<file path="config.mk">
export PLATFORM = sky130hd
export DESIGN_NAME = modulated_led_sensor_scanner_unit
export DESIGN_NICKNAME = d
export VERILOG_FILES = /design/src/design/mlss_pkg.sv /design/src/design/mlss_ram.sv /design/src/design/modulated_led_sensor_scanner_unit.sv
export SDC_FILE = /design/constraint.sdc
export NUM_CORES = 1
export LEC_CHECK = 0
export ABC_AREA = 1
export BUFFER_PORTS_ARGS = -buffer_cell sky130_fd_sc_hd__buf_2
export CAP_MARGIN = 20
export CELL_PAD_IN_SITES_DETAIL_PLACEMENT = 0
export CELL_PAD_IN_SITES_GLOBAL_PLACEMENT = 1
export CORE_ASPECT_RATIO = 0.5
export CORE_UTILIZATION = 45
export DETAILED_ROUTE_END_ITERATION = 8
export PLACE_DENSITY_LB_ADDON = 0.12
export SLEW_MARGIN = 10
export SYNTH_ARGS = -nofsm -noshare
export SYNTH_HDL_FRONTEND = slang
export SYNTH_HIERARCHICAL = 1
export SYNTH_SLANG_ARGS = --single-unit
</file>
<file path="constraint.sdc">
create_clock -name i_clk -period 12.2 [get_ports i_clk]
set_input_delay 1.83 -clock i_clk [delete_from_list [all_inputs] [get_ports i_clk]]
set_output_delay 1.83 -clock i_clk [all_outputs]
set_load 0.02 [all_outputs]
</file>
<file path="src/design/mlss_pkg.sv">
// shared constants and types for the modulated led sensor scanner
package mlss_pkg;

    localparam int SENSOR_COUNT = 10;
    localparam int WAIT_STATES  = 4;

    localparam int ADDR_W   = (SENSOR_COUNT > 1) ? $clog2(SENSOR_COUNT) : 1;
    localparam int SAMPLE_W = 12;
    localparam int DARK_W   = 13;
    localparam int CURSOR_W = 4;
    localparam int PHASE_W  = 7;
    localparam int MODE_W   = 2;
    localparam int FILT_W   = DARK_W + SAMPLE_W;

    localparam logic [DARK_W-1:0]   DARK_RESET    = 13'd4096;
    localparam logic [SAMPLE_W-1:0] SAMPLE_MAX    = 12'd4095;
    localparam logic [31:0]         PATTERN_RESET = 32'hA5A5A5A5;

    typedef enum logic [MODE_W-1:0] {
        MODE_OFF       = 2'd0,
        MODE_ON        = 2'd1,
        MODE_ALTERNATE = 2'd2,
        MODE_LFSR      = 2'd3
    } t_mode;

    typedef enum logic [1:0] {
        ST_IDLE,
        ST_READ,
        ST_CALC
    } t_state;

endpackage

</file>
<file path="src/design/mlss_ram.sv">
// generic single write port ram with registered read
module mlss_ram #(
    parameter int WIDTH = 8,
    parameter int DEPTH = 16
) (
    input  logic                                  i_clk,
    input  logic                                  i_we,
    input  logic [((DEPTH > 1) ? $clog2(DEPTH) : 1)-1:0] i_waddr,
    input  logic [WIDTH-1:0]                      i_wdata,
    input  logic                                  i_re,
    input  logic [((DEPTH > 1) ? $clog2(DEPTH) : 1)-1:0] i_raddr,
    output logic [WIDTH-1:0]                      o_rdata
);

    logic [WIDTH-1:0] r_mem [DEPTH];
    logic [WIDTH-1:0] r_rdata;

    always_ff @(posedge i_clk) begin
        if (i_we) begin
            r_mem[i_waddr] <= i_wdata;
        end
        if (i_re) begin
            r_rdata <= r_mem[i_raddr];
        end
    end

    assign o_rdata = r_rdata;

endmodule

</file>
<file path="src/design/modulated_led_sensor_scanner_unit.sv">
// top level of the modulated led sensor scanner with ambient light rejection
// Each input item is one 12-bit ADC sample. A sample at the start of a frame picks the LED
// level from led_mode and produces one result item per sensor (SENSOR_COUNT items, the last
// marked), each via a read state that reads the sample and filter memories at that sensor
// and a calc state that updates its 7/8 filters, writes them back and registers the result.
// Any other sample (wait state or store) gives a single result in the cycle after it is
// accepted; a store sample is also written to the LED-on or LED-off memory. A new sample is
// taken only when the sequencer is idle and the output register is free or being emptied.
// Writing led_mode clears all state at once; unwritten memory entries read as reset values.
module modulated_led_sensor_scanner_unit (
    input  logic        i_clk,
    input  logic        i_rst_n,
    input  logic        i_cfg_we,
    input  logic [1:0]  i_cfg_wdata,
    input  logic        i_valid,
    output logic        o_stall,
    input  logic [11:0] i_sample,
    output logic        o_valid,
    input  logic        i_stall,
    output logic        o_has_values,
    output logic [3:0]  o_sensor_index,
    output logic [11:0] o_raw_difference,
    output logic [11:0] o_filtered_difference,
    output logic [3:0]  o_next_channel,
    output logic        o_led_drive,
    output logic        o_last
);

    localparam int N  = mlss_pkg::SENSOR_COUNT;
    localparam int AW = mlss_pkg::ADDR_W;

    // control state
    mlss_pkg::t_state                  r_state, n_state;
    mlss_pkg::t_mode                   r_mode;
    logic [mlss_pkg::PHASE_W-1:0]      r_phase;
    logic                              r_led;
    logic [mlss_pkg::CURSOR_W-1:0]     r_cursor;
    logic [31:0]                       r_pattern;
    logic [AW-1:0]                     r_idx;
    logic [N-1:0]                      r_dark_vld, r_lit_vld, r_filt_vld;

    // output register
    logic        r_o_valid;
    logic        r_has_values;
    logic [3:0]  r_sensor_index;
    logic [11:0] r_raw;
    logic [11:0] r_filt;
    logic [3:0]  r_next_ch;
    logic        r_led_drive;
    logic        r_last;

    logic slot_free, in_acc, frame_start, rd_en, calc_go, idx_last;
    logic store_we;
    logic [mlss_pkg::CURSOR_W-1:0] cur_inc;
    logic                          cur_wrap;
    logic [31:0]                   n_pattern;
    logic                          n_led;

    logic [mlss_pkg::SAMPLE_W-1:0] rd_dark, rd_lit;
    logic [mlss_pkg::FILT_W-1:0]   rd_filt, wr_filt;
    logic [mlss_pkg::DARK_W-1:0]   df_old, ds, df_new;
    logic [mlss_pkg::SAMPLE_W-1:0] lf_old, ls, lf_new;
    logic [15:0]                   df_sum;
    logic [14:0]                   lf_sum;

    function automatic logic [11:0] clamp_diff(input logic [12:0] a, input logic [11:0] b);
        logic [13:0] d;
        d = {1'b0, a} - {2'b00, b};
        if (d[13]) begin
            return '0;
        end else if (d[12]) begin
            return mlss_pkg::SAMPLE_MAX;
        end else begin
            return d[11:0];
        end
    endfunction

    assign slot_free   = !r_o_valid || !i_stall;
    assign o_stall     = !((r_state == mlss_pkg::ST_IDLE) && slot_free);
    assign in_acc      = i_valid && !o_stall;
    assign frame_start = (r_phase == '0);
    assign idx_last    = (r_idx == AW'(N - 1));

    // next state
    always_comb begin
        n_state = r_state;
        case (r_state)
            mlss_pkg::ST_IDLE: begin
                if (in_acc && frame_start) begin
                    n_state = mlss_pkg::ST_READ;
                end
            end
            mlss_pkg::ST_READ: begin
                n_state = mlss_pkg::ST_CALC;
            end
            mlss_pkg::ST_CALC: begin
                if (slot_free) begin
                    n_state = idx_last ? mlss_pkg::ST_IDLE : mlss_pkg::ST_READ;
                end
            end
            default: begin
                n_state = mlss_pkg::ST_IDLE;
            end
        endcase
    end

    // sequencer outputs
    always_comb begin
        rd_en   = 1'b0;
        calc_go = 1'b0;
        case (r_state)
            mlss_pkg::ST_READ: rd_en   = 1'b1;
            mlss_pkg::ST_CALC: calc_go = slot_free;
            default: begin
                rd_en   = 1'b0;
                calc_go = 1'b0;
            end
        endcase
    end

    // led level for a new frame
    always_comb begin
        n_pattern = r_pattern;
        n_led     = 1'b0;
        case (r_mode)
            mlss_pkg::MODE_OFF: n_led = 1'b0;
            mlss_pkg::MODE_ON:  n_led = 1'b1;
            mlss_pkg::MODE_ALTERNATE: begin
                n_pattern = r_pattern + 32'd1;
                n_led     = n_pattern[0];
            end
            mlss_pkg::MODE_LFSR: begin
                n_led     = r_pattern[31] ^ r_pattern[21] ^ r_pattern[1] ^ r_pattern[0];
                n_pattern = {r_pattern[30:0], n_led};
            end
            default: n_led = 1'b0;
        endcase
    end

    assign cur_inc  = r_cursor + 4'd1;
    assign cur_wrap = ({1'b0, cur_inc} >= 5'(N)) || (cur_inc == '0);
    assign store_we = in_acc && !frame_start && (r_phase >= 7'(mlss_pkg::WAIT_STATES))
                      && ({1'b0, r_cursor} < 5'(N));

    // filter update, unwritten entries take their reset value
    always_comb begin
        df_old = r_filt_vld[r_idx] ? rd_filt[mlss_pkg::FILT_W-1:mlss_pkg::SAMPLE_W]
                                   : mlss_pkg::DARK_RESET;
        lf_old = r_filt_vld[r_idx] ? rd_filt[mlss_pkg::SAMPLE_W-1:0] : '0;
        ds     = r_dark_vld[r_idx] ? {1'b0, rd_dark} : mlss_pkg::DARK_RESET;
        ls     = r_lit_vld[r_idx] ? rd_lit : '0;
        df_sum = {df_old, 3'b000} - {3'b000, df_old} + {3'b000, ds};
        lf_sum = {lf_old, 3'b000} - {3'b000, lf_old} + {3'b000, ls};
        df_new = df_sum[15:3];
        lf_new = lf_sum[14:3];
    end

    assign wr_filt = {df_new, lf_new};

    mlss_ram #(.WIDTH(mlss_pkg::SAMPLE_W), .DEPTH(N)) u_dark_ram (
        .i_clk   (i_clk),
        .i_we    (store_we && !r_led),
        .i_waddr (r_cursor[AW-1:0]),
        .i_wdata (i_sample),
        .i_re    (rd_en),
        .i_raddr (r_idx),
        .o_rdata (rd_dark)
    );

    mlss_ram #(.WIDTH(mlss_pkg::SAMPLE_W), .DEPTH(N)) u_lit_ram (
        .i_clk   (i_clk),
        .i_we    (store_we && r_led),
        .i_waddr (r_cursor[AW-1:0]),
        .i_wdata (i_sample),
        .i_re    (rd_en),
        .i_raddr (r_idx),
        .o_rdata (rd_lit)
    );

    mlss_ram #(.WIDTH(mlss_pkg::FILT_W), .DEPTH(N)) u_filt_ram (
        .i_clk   (i_clk),
        .i_we    (calc_go),
        .i_waddr (r_idx),
        .i_wdata (wr_filt),
        .i_re    (rd_en),
        .i_raddr (r_idx),
        .o_rdata (rd_filt)
    );

    always_ff @(posedge i_clk) begin
        if (!i_rst_n) begin
            r_state    <= mlss_pkg::ST_IDLE;
            r_mode     <= mlss_pkg::MODE_ALTERNATE;
            r_phase    <= '0;
            r_led      <= 1'b0;
            r_cursor   <= '0;
            r_pattern  <= mlss_pkg::PATTERN_RESET;
            r_idx      <= '0;
            r_dark_vld <= '0;
            r_lit_vld  <= '0;
            r_filt_vld <= '0;
            r_o_valid  <= 1'b0;
        end else if (i_cfg_we) begin
            r_state    <= mlss_pkg::ST_IDLE;
            r_mode     <= mlss_pkg::t_mode'(i_cfg_wdata);
            r_phase    <= '0;
            r_led      <= 1'b0;
            r_cursor   <= '0;
            r_pattern  <= mlss_pkg::PATTERN_RESET;
            r_idx      <= '0;
            r_dark_vld <= '0;
            r_lit_vld  <= '0;
            r_filt_vld <= '0;
            r_o_valid  <= 1'b0;
        end else begin
            r_state <= n_state;
            if ((in_acc && !frame_start) || calc_go) begin
                r_o_valid <= 1'b1;
            end else if (!i_stall) begin
                r_o_valid <= 1'b0;
            end
            if (in_acc) begin
                if (frame_start) begin
                    r_led     <= n_led;
                    r_pattern <= n_pattern;
                    r_cursor  <= '0;
                    r_phase   <= 7'd1;
                    r_idx     <= '0;
                end else begin
                    if (r_phase < 7'(mlss_pkg::WAIT_STATES)) begin
                        r_phase <= r_phase + 7'd1;
                    end else if (cur_wrap) begin
                        r_phase  <= '0;
                        r_cursor <= '0;
                    end else begin
                        r_cursor <= cur_inc;
                    end
                end
            end
            if (store_we) begin
                if (r_led) begin
                    r_lit_vld[r_cursor[AW-1:0]] <= 1'b1;
                end else begin
                    r_dark_vld[r_cursor[AW-1:0]] <= 1'b1;
                end
            end
            if (calc_go) begin
                r_filt_vld[r_idx] <= 1'b1;
                if (!idx_last) begin
                    r_idx <= r_idx + AW'(1);
                end
            end
        end
    end

    // result payload
    always_ff @(posedge i_clk) begin
        if (in_acc && !frame_start) begin
            r_has_values   <= 1'b0;
            r_sensor_index <= '0;
            r_raw          <= '0;
            r_filt         <= '0;
            r_led_drive    <= r_led;
            r_last         <= 1'b1;
            if (r_phase < 7'(mlss_pkg::WAIT_STATES) || cur_wrap) begin
                r_next_ch <= (r_phase < 7'(mlss_pkg::WAIT_STATES)) ? r_cursor : '0;
            end else begin
                r_next_ch <= cur_inc;
            end
        end else if (calc_go) begin
            r_has_values   <= 1'b1;
            r_sensor_index <= 4'(r_idx);
            r_raw          <= clamp_diff(ds, ls);
            r_filt         <= clamp_diff(df_new, lf_new);
            r_next_ch      <= '0;
            r_led_drive    <= r_led;
            r_last         <= idx_last;
        end
    end

    assign o_valid               = r_o_valid;
    assign o_has_values          = r_has_values;
    assign o_sensor_index        = r_sensor_index;
    assign o_raw_difference      = r_raw;
    assign o_filtered_difference = r_filt;
    assign o_next_channel        = r_next_ch;
    assign o_led_drive           = r_led_drive;
    assign o_last                = r_last;

endmodule

</file>
== Yosys cells after proc, flatten, opt, wreduce, memory -nomap -nowiden ==
Memory sizes are Yosys's and may differ from the RTL's. A register that Yosys moved wholly into a read port is not among the register bits.
Cells that the tools add are included.

* Bits in registers: 118
* Bits in writable memories: 490
* Word-level logic and storage cells: 141
* Memories kept: 3

* Add/sub/neg operators: 10
* Order comparisons: 8
* Equal/unequal tests: 10
* Muxes and demuxes: 50
* Bitwise operators: 8
* Reductions and logical operators: 34

{| class="wikitable"
|+ Memory list
! memory !! words !! width !! read ports !! clocked after Yosys merged registers in !! wr ports !! RTL line !! text
|-
| u_filt_ram.r_mem || 10 || 25 || 1 || 1 || 1 || mlss_ram.sv:15 || <nowiki>logic [WIDTH-1:0] r_mem [DEPTH];</nowiki>
|-
| u_dark_ram.r_mem || 10 || 12 || 1 || 1 || 1 || mlss_ram.sv:15 ||
|-
| u_lit_ram.r_mem || 10 || 12 || 1 || 1 || 1 || mlss_ram.sv:15 ||
|}

{| class="wikitable"
|+ Operator list
! kind !! count
|-
| $mux 12 || 6
|-
| $pmux 32 s2 || 1
|-
| $mux 4 || 11
|-
| $add 32x1->32 const B || 1
|-
| $or 10x10->10 || 3
|-
| $sub 13x12->14 || 2
|-
| $mux 13 || 2
|-
| $mux 7 || 3
|-
| $mux 1 || 18
|-
| $add 16x13->16 || 1
|-
| $sub 16x13->16 || 1
|-
| $add 15x12->15 || 1
|-
| $sub 15x12->15 || 1
|-
| $bmux 1 s4 || 3
|-
| $reduce_and 2->1 || 6
|-
| $logic_and 1x1->1 || 10
|-
| $lt 4x5->1 const B || 2
|-
| $add 4x1->4 const B || 2
|-
| $demux 1 s4 || 2
|-
| $ge 4x1->1 const B || 2
|-
| $add 7x1->7 const B || 1
|-
| $ge 7x3->1 const B || 1
|-
| $logic_not 7->1 || 1
|-
| $lt 7x3->1 const B || 1
|-
| 20 further kinds || 38
|}

== Depth between registers and ports, before layout ==
Gate-level depths: netlist of the first run.

* Word-level depth: 10
* Depth in mapped cells: 40
* Mapped depth without buffers: 38

== Hierarchy ==
Netlist of the first run, hierarchy kept.

{| class="wikitable"
|+ Modules (own cells, without submodules)
! module !! times used !! cells each !! area each (um^2) !! seq. area each (um^2)
|-
| mlss_ram (u_filt_ram) || 1 || 998 || 11283.3 || 8257.9
|-
| modulated_led_sensor_scanner_unit || 1 || 1283 || 8896.0 || 2412.3
|-
| mlss_ram (u_dark_ram) || 1 || 492 || 5506.5 || 3963.8
|-
| mlss_ram (u_lit_ram) || 1 || 491 || 5505.3 || 3963.8
|}

== Least setup slack after synthesis of the first run ==
No wires, ideal clock.

* Path type: register to register
* Start: reg r_idx[0]
* End: reg r_filt[11] (netlist: o_filtered_difference[11])
* Setup time: 0.112 ns
* Data arrival time: 5.380 ns
* Data required time: 12.088 ns
* Setup slack: 6.708 ns
* Stages on the path, launching flop included: 33
* Path buffers: 4
* Cells stage by stage: dfxtp_1 > buf_6 > inv_4 > buf_6 > nand2_2 > nand3_1 > nand2_1 > nand2_2 > nand3_4 > buf_1 > clkbuf_1 > nand2_1 > fa_1 > inv_1 > ha_1 > a21oi_1 > o21ai_0 > o21bai_2 > nand2_1 > nand2_1 > a21o_1 > a21oi_1 > xor2_1 > inv_1 > ha_1 > a21oi_1 > nor2_1 > a211oi_1 > nand3_1 > nand2_2 > nand3_1 > nand2_1 > nand2_1

* Longest elaborated chain between the ends: 8

{| class="wikitable"
|+ RTL lines
! what !! RTL line !! text
|-
| from (decl) || modulated_led_sensor_scanner_unit.sv:39 || <nowiki>logic [AW-1:0] r_idx;</nowiki>
|-
| from (signal assigned) || modulated_led_sensor_scanner_unit.sv:250 || <nowiki>r_idx <= r_idx + AW'(1);</nowiki>
|-
| $bmux 1 s4 || modulated_led_sensor_scanner_unit.sv:149 || <nowiki>lf_old = r_filt_vld[r_idx] ? rd_filt[mlss_pkg::SAMPLE_W-1:0] : '0;</nowiki>
|-
| $mux 1 (not written as such) || modulated_led_sensor_scanner_unit.sv:149 ||
|-
| $mux 12 || modulated_led_sensor_scanner_unit.sv:149 ||
|-
| $sub 15x12->15 || modulated_led_sensor_scanner_unit.sv:153 || <nowiki>lf_sum = {lf_old, 3'b000} - {3'b000, lf_old} + {3'b000, ls};</nowiki>
|-
| $add 15x12->15 (*) || modulated_led_sensor_scanner_unit.sv:153 ||
|-
| named net lf_sum[12] || modulated_led_sensor_scanner_unit.sv:64 || <nowiki>logic [14:0] lf_sum;</nowiki>
|-
| $sub 13x12->14 (*) || modulated_led_sensor_scanner_unit.sv:68 || <nowiki>d = {1'b0, a} - {2'b00, b};</nowiki>
|-
| $mux 12 || modulated_led_sensor_scanner_unit.sv:71 || <nowiki>end else if (d[12]) begin</nowiki>
|-
| $mux 12 (*) || modulated_led_sensor_scanner_unit.sv:69 || <nowiki>if (d[13]) begin</nowiki>
|-
| to (signal assigned) || modulated_led_sensor_scanner_unit.sv:274 || <nowiki>r_filt <= clamp_diff(df_new, lf_new);</nowiki>
|-
| to (decl) || modulated_led_sensor_scanner_unit.sv:47 || <nowiki>logic [11:0] r_filt;</nowiki>
|}

Mark *: on every way through the listed nets, which the timed path passes. The rest lies on a longest branch. The select of a mux whose other input is x is not followed.
A chain may end at the register's enable or synchronous reset.

== Worst setup path in the final report of the first run ==
* Start: reg r_idx[2]
* End: reg r_filt[4] (netlist: o_filtered_difference[4])

* Longest elaborated chain between the ends: 8

{| class="wikitable"
|+ RTL lines
! what !! RTL line !! text
|-
| $bmux 1 s4 || modulated_led_sensor_scanner_unit.sv:147 || <nowiki>df_old = r_filt_vld[r_idx] ? rd_filt[mlss_pkg::FILT_W-1:mlss_pkg::SAMPLE_W]</nowiki>
|-
| $mux 1 (not written as such) || modulated_led_sensor_scanner_unit.sv:147 ||
|-
| $mux 13 || modulated_led_sensor_scanner_unit.sv:147 ||
|-
| $sub 16x13->16 || modulated_led_sensor_scanner_unit.sv:152 || <nowiki>df_sum = {df_old, 3'b000} - {3'b000, df_old} + {3'b000, ds};</nowiki>
|-
| $add 16x13->16 (*) || modulated_led_sensor_scanner_unit.sv:152 ||
|-
| named net df_sum[13] || modulated_led_sensor_scanner_unit.sv:63 || <nowiki>logic [15:0] df_sum;</nowiki>
|-
| $sub 13x12->14 (*) || modulated_led_sensor_scanner_unit.sv:68 ||
|-
| $mux 12 || modulated_led_sensor_scanner_unit.sv:71 ||
|-
| $mux 12 (*) || modulated_led_sensor_scanner_unit.sv:69 ||
|}

Marks and branches as above.

==> results of run 1 <==
==> power by group through the flow <==
stage / clock network [mW] / registers [mW] / logic (mW)
after floorplan: 0 / 2.60 / 0.309
after global placement: 0 / 2.57 / 0.496
after detailed placement: 0 / 2.57 / 0.498
after CTS: 1.92 / 2.53 / 0.501
after global routing: 2.01 / 2.53 / 0.552
final: 1.88 / 2.53 / 0.496
==> per-layer routing <==
metal / track usage [%] / share of wire (%)
met3: 3.44 / 5.5
met2: 35.2 / 45
met1: 33.1 / 48
met4: 5.42 / 1.9
met5: 0 / 0
==> cells in the mapped netlist, types with 5 or more instances <==
master,number
a211oi_1,5
a21oi_1,112
a221oi_1,5
a31oi_1,5
buf_1,17
buf_2,32
buf_4,15
buf_6,24
clkbuf_1,39
dfxtp_1,113
edfxtp_1,544
fa_1,19
ha_1,66
inv_1,512
inv_2,8
nand2_1,848
nand2_2,19
nand2_4,5
nand3_1,353
nand3_2,7
nand4_1,7
nor2_1,220
nor3_1,28
nor4_1,7
o211ai_1,14
o21ai_0,116
o21ai_1,8
o21bai_1,5
o221ai_1,16
xnor2_1,20
xor2_1,40
==> flip-flops by register name (all words and copies together) (netlist names), 4 cells and up <==
| signal | count |
|---|---|
| u_filt_ram/r_mem | 250 |
| u_dark_ram/r_mem | 120 |
| u_lit_ram/r_mem | 120 |
| r_pattern | 32 |
| u_filt_ram/o_rdata | 25 |
| o_filtered_difference | 12 |
| o_raw_difference | 12 |
| u_dark_ram/o_rdata | 12 |
| u_lit_ram/o_rdata | 12 |
| r_dark_vld | 10 |
| r_filt_vld | 10 |
| r_lit_vld | 10 |
| r_phase | 7 |
| o_next_channel | 4 |
| o_sensor_index | 4 |
| r_cursor | 4 |
| r_idx | 4 |
==> worst max-delay path: cells and delay by family (launching register included) <==
family / cells / cell delay [ns]
AO/OA/AOI/OAI: 4 / 0.87
XOR/XNOR: 1 / 0.64
adder cells (fa/ha/maj): 3 / 1.28
buffers and inverters: 4 / 0.82
flip-flops: 1 / 0.88
AND/OR/NAND/NOR: 16 / 2.12
==> kinds of logic (layout without fill, tap and decap cells) <==
group,after synthesis,after routing,synth area share (%)
and+or+nand+nor,1503,1503,20.4
other,0,2,0
AOI/OAI and AO/OA,306,306,5.64
adders and majority gates,85,85,3.87
xor gates and xnor gates,60,60,1.68
DFF,657,657,59.6
buffers and inverters,653,737,8.80
==> per-stage QoR <==
stage | utilization (%) | hold WS (ns) | instances
6_report | 50.5 | 0.447 | 4247
5_1_grt | 50.5 | 0.471 | 4245
4_1_cts | 50.5 | 0.450 | 4241
3_5_place_dp | 47.6 | 0.439 | 4127
3_3_place_gp | 47.5 | 0.433 | 4124
2_1_floorplan | - | 0.423 | 3264
==> placed cells by master (no fill, tap or decap), types with 28 or more instances in the layout <==
| cell type | synthesis | layout |
|---|---|---|
| buf_2 | 32 | 55 |
| buf_4 | 15 | 38 |
| a21oi_1 | 112 | 112 |
| nand3_1 | 353 | 353 |
| dfxtp_1 | 113 | 110 |
| xor2_1 | 40 | 40 |
| clkbuf_16 | 0 | 62 |
| nor3_1 | 28 | 28 |
| nor2_1 | 220 | 206 |
| edfxtp_1 | 544 | 544 |
| o21ai_0 | 116 | 116 |
| inv_1 | 512 | 511 |
| ha_1 | 66 | 66 |
| nand2_1 | 848 | 848 |
==> how the worst max path moves through the flow <==
stage | endpoint | slack (ns) | depth (start not counted)
finish | o_filtered_difference[4] | 5.44 | 28
CTS | o_filtered_difference[11] | 5.40 | 27
floorplan | o_filtered_difference[11] | 6.71 | 32
global placement | o_filtered_difference[11] | 5.58 | 27
global route | o_filtered_difference[11] | 4.73 | 28
detailed placement | o_filtered_difference[11] | 5.45 | 27
==> layout make-up <==
cell class,instances,area [um^2],area share [%]
tap,897,1120,3.28
sequential,657,18600,54.4
multi-input combinational,1954,9930,29.0
antenna,2,5.00,0.0146
timing repair buffer,97,639,1.87
clock inverter,31,285,0.834
clock buffer,83,1640,4.79
inverter,526,1990,5.82
==> impl_summary.log, run 1 <==
INFO  metric result_of_the_run = finished, final reports clean
INFO  metric critPathKind = flop to flop
INFO  metric achievable-frequency = roughly 150 MHz
INFO  metric place_worst_setup_slack = roughly 5.4 ns
INFO  metric synthesis.area_per_instance = approximately 9.6 um^2
INFO  metric timing.critical_path.slowest_cell_delay = 0.88 ns
INFO  metric hpwl = about 48000 um
INFO  metric critPathSlowestCell = dfxtp_2
INFO  metric hold_depth = 2
INFO  metric synth_cell_types = between 50 and 60
INFO  metric cts_buffers = 60
INFO  metric routed_wl = between 70000 and 80000 um
INFO  metric floorplan.rows = 67
INFO  metric routed_via_density = between 5 and 6
INFO  metric cts_root_buffer = clkbuf_16
INFO  metric finalHoldViolations = 0
INFO  metric ff2ff_setup_slack = ~5.4 ns
INFO  metric vias = 21726
INFO  metric ys_seq_elements = about 660
INFO  metric reg2reg_depth = 28
INFO  metric finalSetupViolations = 0
INFO  metric final_net_count = 3400
INFO  metric syn-instance-count = about 3300
INFO  metric clkLatencyLatePin = between 0.6 and 0.7 ns
INFO  metric detail-route-antenna-nets = 0
INFO  metric netlist_top_cells_area = edfxtp_1, nand2_1, dfxtp_1, inv_1, nand3_1
INFO  metric max-slew-margin-rel = roughly a quarter
INFO  metric finish.instance_area = between 30000 and 40000 um^2
INFO  metric cellPowerDensity = 143 nW/um^2
INFO  metric placed_area = about 32000 um^2
INFO  metric initial_core_util = a little under half
INFO  metric critical_path.max_fanout = 30
INFO  metric drcViolationCount = 0
INFO  metric pwr-share-comb = around 10%
INFO  metric worst_r2r_dst = o_filtered_difference[4]
INFO  metric ctsLongestPathBuffers = 3
INFO  metric fp.dieH = approximately 190 um
INFO  metric vias_in_the_first_global_route = between 20000 and 25000
INFO  metric cts-htree-levels = 2
INFO  metric timing.hold.worst.start = r_phase[5]
INFO  metric totalPowerFinal = 4.90 mW
INFO  metric clock-sinks = ~660
INFO  metric dr.pass1.iters = 5
INFO  metric seq_area_frac_synth = between 50% and 60%
INFO  metric yosys.area.top_type = edfxtp_1
INFO  metric antenna_found_initial = 2
INFO  metric setup.worst_path.end_class = flop
INFO  metric clkPwrFrac = around two fifths
INFO  metric dieArea = around 70000 um^2
INFO  metric launching_element_type_of_the_critical_path = flop
INFO  metric p_seq_share = between 50% and 60%
INFO  metric switching_share_of_power = 25.0%
INFO  metric num_io_pins = between 50 and 60
INFO  metric final_period_minus_worst_setup_slack = approximately 6.8 ns
INFO  metric worst_setup_hold_path_clk_slew = approximately 0.07 ns
INFO  metric grt_setup_unrepaired = no
INFO  metric hp-class = flop to flop
INFO  metric io_buffers = 55
INFO  metric endpoint_arrival_time_on_the_critical_path = 7.29 ns
INFO  metric worst-slew-pin-transition = ~1.1 ns
INFO  metric worstPathRequired = 12.73 ns
INFO  metric worstSetupStartpoint = r_idx[2]
INFO  metric drt-initial-drc-count = between 1500 and 2000
INFO  metric cts_tree = yes
INFO  metric width_of_the_die = approximately 370 um
INFO  metric cts.hold.buffers_added = 0
INFO  metric routedWlPerCell = between 15 and 20 um
INFO  metric worst_r2r_startpoint = r_idx[2]
INFO  metric flow.area_growth_from_synthesis = 9.71%
INFO  metric min_to = r_phase[5]
INFO  metric synth_top_area_share = 52.4%
INFO  metric gr-usage-all-layers = around 23%
INFO  metric timing_max_transition_violations_final = 0
INFO  metric ys.warnings.count = 6
INFO  metric total_nets_after_synthesis = ~3400
INFO  metric min_period_over_period = a little under three fifths
INFO  metric clock-skew-final = between 0.02 and 0.03 ns
INFO  metric tns = 0 ns
INFO  metric main_flop_type_after_synthesis = edfxtp_1
INFO  metric fraction_of_final_layout_cells_sized_beyond_drive_strength_1 = 7.65%
INFO  metric netSwitchingPower = between 1 and 1.5 mW
INFO  metric layout_setup_ws = roughly 5.4 ns
INFO  metric postSynth.asyncResetShare = 0%
INFO  metric grt_first_pass_wirelength = about 120000 um
INFO  metric grt-ovfl-total = 0
INFO  metric num-fill-cells = 6241
INFO  metric grt_max_degree = around 180
INFO  metric postCtsSetupRepairBufs = 0
INFO  metric place.gp.congestion = roughly 0.9
INFO  metric cp_common_cell = nand2_1
INFO  metric placeable_core_region = between 60000 and 70000 um^2
INFO  metric cell_internal_power = roughly 3.7 mW
INFO  metric synth_area = roughly 31000 um^2
INFO  metric ir_worst_vdd = between 0.15 and 0.2 mV
INFO  metric cts_resized = 0
INFO  metric synth_enable_flop_cells = roughly 540
INFO  metric p_leak = 14.5 nW
INFO  metric timing.max_cap.violations = 0
(Power assumes the default switching activity.)
==> inputs of run 2 (changes only) <==
Clock period 12.2 ns to 5.5 ns, I/O delays scaled along.
==> run 2 against run 1 <==
Compared with the run above: sequential share of layout area fell by 0.28 points; critical path depth rose by 2; final cell count rose by 0.47%; utilization rose by 0.27 points; largest cell class unchanged.
==> impl_summary.log, run 2 (synthesis gave the netlist of run 1 again) <==
INFO  metric cellPowerDensity = about 310 nW/um^2
INFO  metric drcViolationCount = 0
INFO  metric finish.cell_count_without_fillers = 4267
INFO  metric cts.hold.buffers_added = 0
INFO  metric io_buffers = 55
INFO  metric place_worst_setup_slack = -0.0997 ns
INFO  metric cts-htree-levels = 2
INFO  metric finalHoldViolations = 0
INFO  metric fraction_of_final_layout_cells_sized_beyond_drive_strength_1 = 8.64%
INFO  metric achievable-frequency = 192 MHz
INFO  metric worst_setup_hold_path_clk_slew = around 0.060 ns
INFO  metric dieArea = just over 70000 um^2
INFO  metric clock-skew-final = roughly 0.021 ns
INFO  metric width_of_the_die = between 300 and 400 um
INFO  metric dp.cells = roughly 4100
INFO  metric drt-initial-drc-count = about 1600
INFO  metric diodes = 0
INFO  metric totalPowerFinal = approximately 11 mW
INFO  metric routed_wl = a little under 80000 um
INFO  metric critPathKind = flop to flop
INFO  metric num-fill-cells = around 6200
INFO  metric timing_max_transition_violations_final = 0
INFO  metric floorplan.rows = 67
INFO  metric finalSetupViolations = 0
INFO  metric gr-usage-all-layers = approximately 22%
INFO  metric grt_first_pass_wirelength = approximately 120000 um
INFO  metric cts_tree = yes
INFO  metric routedWlPerCell = around 18 um
INFO  metric hp-class = input pin to flop
INFO  metric ir_worst_vdd = 0.268 mV
INFO  metric detail-route-antenna-nets = 0
INFO  metric layout_commonest_cell = nand2_1
INFO  metric critPathSlowestCell = fa_1
INFO  metric reg.largest.list = u_filt_ram/r_mem x250, u_dark_ram/r_mem x120, u_lit_ram/r_mem x120
INFO  metric grt_max_degree = 176
INFO  metric antenna_found_initial = 1
INFO  metric p_leak = about 15 nW
INFO  metric worstPathRequired = a little over 6 ns
INFO  metric max-slew-margin-rel = 25.3%
INFO  metric timing.max_cap.violations = 0
INFO  metric vias_in_the_first_global_route = 20231
INFO  metric min_period_over_period = 94.5%
INFO  metric largest_register_ffs = between 200 and 300
INFO  metric setup.worst_path.end_class = flop
INFO  metric ctsLongestPathBuffers = 3
INFO  metric dr.pass1.iters = 5
INFO  metric flow.area_growth_from_synthesis = 10.3%
INFO  metric cp_common_cell = nand2_1
INFO  metric grt-ovfl-total = 0
INFO  metric vias = ~22000
INFO  metric cts_buffers = ~60
INFO  metric endpoint_arrival_time_on_the_critical_path = approximately 5.7 ns
INFO  metric num_io_pins = 56
INFO  metric final.hold.worst_slack = slightly below 0.4 ns
INFO  metric top_register = u_filt_ram/r_mem
INFO  metric final_net_count = 3427
INFO  metric commonest_non_fill_non_tap_cells_in_the_layout = nand2_1, edfxtp_1, inv_1, nand3_1, nor2_1
INFO  metric placeable_core_region = 67700 um^2
INFO  metric cts_root_buffer = clkbuf_16
INFO  metric place.gp.congestion = 0.919
INFO  metric timing.critical_path.slowest_cell_delay = ~0.52 ns
INFO  metric result_of_the_run = finished, final reports clean
INFO  metric fp.dieH = around 190 um
INFO  metric routed_via_density = between 5 and 6
INFO  metric clock-sinks = between 600 and 700
INFO  metric launching_element_type_of_the_critical_path = flop
INFO  metric initial_core_util = 46.0%
INFO  metric clkLatencyLatePin = 0.65 ns
INFO  metric final_period_minus_worst_setup_slack = ~5.2 ns
INFO  metric worst-slew-pin-transition = 1.12 ns
INFO  metric hpwl = 48800 um
INFO  metric layout_setup_ws = about 0.3 ns
INFO  metric critical_path.max_fanout = 12
## run 2: cell count changes in the layout (fill, tap and decap cells not counted), moves of 3 or more
| cell | delta |
|---|---|
| buf_4 | +24 |
| xor2_1 | -7 |
| clkinv_2 | +6 |
| xor2_2 | +4 |
| bufinv_16 | -3 |
| clkbuf_16 | -3 |
| clkinvlp_4 | -3 |
| xor2_4 | +3 |
## run 2: power by group
| group | switching [mW] | total, mW | internal (mW) |
|---|---|---|---|
| clock | 1.84 | 3.89 | 2.05 |
| combinational | 0.802 | 1.16 | 0.358 |
| sequential | 0.0532 | 5.60 | 5.55 |
| total | 2.69 | 10.7 | 7.96 |
## run 2: metrics by stage
| step | util [%] | setup TNS, ns | instance area (um^2) |
|---|---|---|---|
| after floorplan | - | 0 | 31200 |
| after global placement | 47.8 | -0.0181 | 32400 |
| after detailed placement | 47.8 | -0.881 | 32400 |
| after CTS | 50.5 | 0 | 34200 |
| after global routing | 50.8 | -0.0489 | 34400 |
| final | 50.8 | 0 | 34400 |
## run 2: path summary, 6_finish.rpt
kind         slack, ns  cells after the start      startpoint                   endpoint
min reg2reg       0.44                      2      r_phase[5]                 r_phase[5]
max reg2reg       0.30                     30        r_idx[0]  o_filtered_difference[11]
max               0.30                     30        r_idx[0]  o_filtered_difference[11]
min               0.39                      3  i_cfg_wdata[1]                  r_mode[1]
## run 2: worst max-delay path, delay by kind of cell, from the launching register on
family / cells / cell delay, ns
compound gates: 4 / 0.89
xor+xnor: 1 / 0.28
fa+ha+maj: 3 / 1.18
buf+inv: 4 / 0.34
flops: 1 / 0.39
simple gates: 18 / 2.00
## run 2: layer usage
metal	up-vias	wire, um	global-route usage (%)	share of wire, %
li1	10783	-	-	-
met1	10356	37900	32.3	48
met4	2	1470	5.23	1.9
met2	436	35300	34.7	45
met3	102	3750	3.27	4.8
met5	-	10	0	0.013
## run 2: area by class of cell
cell class                      instances  area [um^2]  share of cell area, %
Clock buffer                           79         1570                   4.57
Clock inverter                         29          180                  0.524
Inverter                              526         1990                   5.79
Multi-Input combinational cell       1955        10100                   29.3
Sequential cell                       657        18600                   54.1
Tap cell                              897         1120                   3.26
Timing Repair Buffer                  124          865                   2.51
## run 2: repair_timing
action,4_1_cts,5_1_grt
buffers inserted,0,5
cloned,0,1
gates resized for setup,6,15
pin swaps,0,2
endpoints found under the setup margin,11,12
==> inputs of run 3 (changes only) <==
Settings changed: ABC_AREA 1 to 0.
==> run 3 against run 2 <==
Compared with the run above: final area down 1.4%; sequential power about the same; flip-flop and latch count unchanged; highest routed layer unchanged.
==> impl_summary.log, run 3 <==
INFO  metric result_of_the_run = finished, final reports clean
INFO  metric worstPathRequired = ~6.0 ns
INFO  metric p_leak = 11.7 nW
INFO  metric syn-instance-count = 2200
INFO  metric timing_max_transition_violations_final = 0
INFO  metric num-fill-cells = approximately 5400
INFO  metric critPathSlowestCell = fa_1
INFO  metric fraction_of_final_layout_cells_sized_beyond_drive_strength_1 = about 25%
INFO  metric synth_enable_flop_cells = 544
INFO  metric total_nets_after_synthesis = 2304
INFO  metric endpoint_arrival_time_on_the_critical_path = approximately 6 ns
INFO  metric ir_worst_vdd = around 0.23 mV
INFO  metric dp.cells = approximately 3200
INFO  metric critical_path.max_fanout = 6
INFO  metric cellPowerDensity = ~320 nW/um^2
INFO  metric vias_in_the_first_global_route = roughly 17000
INFO  metric postSynth.asyncResetShare = 0%
INFO  metric ys.warnings.count = 6
INFO  metric grt-ovfl-total = 0
INFO  metric num_io_pins = 56
INFO  metric seq_area_frac_synth = between 60% and 70%
INFO  metric yosys.area.top_type = edfxtp_1
INFO  metric largest_register_ffs = 250
INFO  metric clock-skew-final = between 0.02 and 0.025 ns
INFO  metric launching_element_type_of_the_critical_path = flop
INFO  metric main_flop_type_after_synthesis = edfxtp_1
INFO  metric vias = 17937
INFO  metric initial_core_util = 46.2%
INFO  metric hp-class = input pin to flop
INFO  metric critPathKind = flop to flop
INFO  metric worst_setup_hold_path_clk_slew = ~0.07 ns
INFO  metric dieArea = 66700 um^2
INFO  metric final.hold.worst_slack = between 0.4 and 0.5 ns
INFO  metric synth_cell_types = 79
INFO  metric synth_most_common_cell = edfxtp_1
INFO  metric cts_tree = yes
INFO  metric worst-slew-pin-transition = 1.11 ns
INFO  metric clock-sinks = ~660
INFO  metric max-slew-margin-rel = roughly 26%
INFO  metric cts-htree-levels = 2
INFO  metric fp.dieH = 183 um
INFO  metric place.gp.congestion = around 0.84
INFO  metric placeable_core_region = 63900 um^2
INFO  metric drt-initial-drc-count = 1410
INFO  metric netlist_top_cells_area = edfxtp_1, dfxtp_1, mux2_2, mux2i_1, ha_1
INFO  metric timing.max_cap.violations = 0
INFO  metric io_buffers = 55
INFO  metric cts.hold.buffers_added = 0
INFO  metric grt_setup_unrepaired = yes
INFO  metric routedWlPerCell = 21.8 um
INFO  metric final_period_minus_worst_setup_slack = 5.45 ns
INFO  metric floorplan.rows = 65
INFO  metric final_net_count = 2463
INFO  metric hpwl = roughly 45000 um
INFO  metric flow.area_growth_from_synthesis = 14.9%
INFO  metric clkLatencyLatePin = between 0.6 and 0.7 ns
INFO  metric min_period_over_period = a little under 100%
INFO  metric top_register = u_filt_ram/r_mem
INFO  metric synth_top_area_share = between 50% and 60%
INFO  metric reg.largest.list = u_filt_ram/r_mem x250, u_dark_ram/r_mem x120, u_lit_ram/r_mem x120
INFO  metric cts_buffers = 56
INFO  metric cts_root_buffer = clkbuf_16
INFO  metric antenna_found_initial = 1
INFO  metric timing.critical_path.slowest_cell_delay = about 0.54 ns
INFO  metric layout_commonest_cell = edfxtp_1
INFO  metric setup.worst_path.end_class = flop
INFO  metric synthTopCellsByCount = edfxtp_1, nand2_1, mux2_2, nor2_1, mux2i_1
INFO  metric achievable-frequency = 183 MHz
INFO  metric dr.pass1.iters = 5
INFO  metric finish.cell_count_without_fillers = approximately 3300
INFO  metric commonest_non_fill_non_tap_cells_in_the_layout = edfxtp_1, nand2_1, mux2_2, buf_4, nor2_1
INFO  metric finalSetupViolations = 0
INFO  metric detail-route-antenna-nets = 0
INFO  metric synth_area = 29500 um^2
INFO  metric grt_first_pass_wirelength = ~110000 um
INFO  metric synthesis.area_per_instance = 13.4 um^2
INFO  metric cp_common_cell = buf_12
INFO  metric routed_wl = just over 70000 um
INFO  metric routed_via_density = approximately 5.5
INFO  metric grt_max_degree = 64
INFO  metric drcViolationCount = 0
INFO  metric ctsLongestPathBuffers = 3
INFO  metric diodes = 0
INFO  metric ys_seq_elements = 657
INFO  metric gr-usage-all-layers = around a fifth
INFO  metric finalHoldViolations = 0
INFO  metric width_of_the_die = between 300 and 400 um
run 3: what timing repair did:
action / CTS / global route
gates cloned: 1 / 1
setup endpoints to repair: 12 / 12
pin swaps: 20 / 21
gates resized for setup: 18 / 37
setup buffers: 5 / 7
run 3: critical path, delay by kind of cell (launching register included):
kind	cells	cell delay [ns]
AO/OA/AOI/OAI	14	2.13
XOR/XNOR	1	0.17
adder cells (fa/ha/maj)	3	1.02
buffers and inverters	5	0.54
flip-flops	1	0.36
multiplexers	1	0.20
AND/OR/NAND/NOR	5	0.93
run 3: path summary, 6_finish.rpt:
path         slack (ns)                     start  cells after the start                         to
max                0.05                  r_idx[1]                     29  o_filtered_difference[10]
min                0.40                   i_rst_n                      2                  r_mode[1]
max reg2reg        0.05                  r_idx[1]                     29  o_filtered_difference[10]
min reg2reg        0.45  o_filtered_difference[0]                      2   o_filtered_difference[0]
run 3: cell families after synthesis:
| family | after synthesis | synth area share, % |
|---|---|---|
| mux | 272 | 9.87 |
| flops | 657 | 63.0 |
| simple gates | 518 | 8.04 |
| xor+xnor | 44 | 1.37 |
| compound gates | 427 | 10.3 |
| fa+ha+maj | 85 | 4.09 |
| buf+inv | 197 | 3.33 |
run 3: cell type report:
| cell class | instances | area [um^2] | area share, % |
|---|---|---|---|
| clock buffer | 70 | 1500 | 4.41 |
| inverter | 91 | 342 | 1.01 |
| tap | 871 | 1090 | 3.21 |
| multi-input combinational | 1346 | 10400 | 30.8 |
| sequential | 657 | 18600 | 54.9 |
| clock inverter | 28 | 393 | 1.16 |
| timing repair buffer | 207 | 1550 | 4.58 |
run 3: metal layers:
layer  vias up  track usage (%)  share of wire, %
met4         2             3.06               1.2
li1       8539                -                 -
met1      9005             32.0                49
met5         -                0            0.0098
met3        74             3.30               4.5
met2       317             33.6                46
run 3: where the power goes:
part	internal (mW)	total (mW)	switching (mW)
sequential	5.52	5.57	0.0476
clock	2.31	4.13	1.82
combinational	0.539	1.26	0.724
total	8.37	11.0	2.59
run 3: through the flow:
| step | utilization (%) | cell area, um^2 | setup TNS (ns) | power, mW | setup slack [ns] |
|---|---|---|---|---|---|
| after floorplan | - | 29700 | -0.302 | 6.37 | -0.0307 |
| after global placement | 49.3 | 31500 | 0 | 6.82 | 0.0163 |
| after detailed placement | 49.4 | 31600 | -0.399 | 6.82 | -0.0561 |
| after CTS | 52.6 | 33600 | 0 | 11.0 | 0.000656 |
| after global routing | 53.0 | 33900 | -1.70 | 11.4 | -0.181 |
| final | 53.0 | 33900 | 0 | 11.0 | 0.0464 |
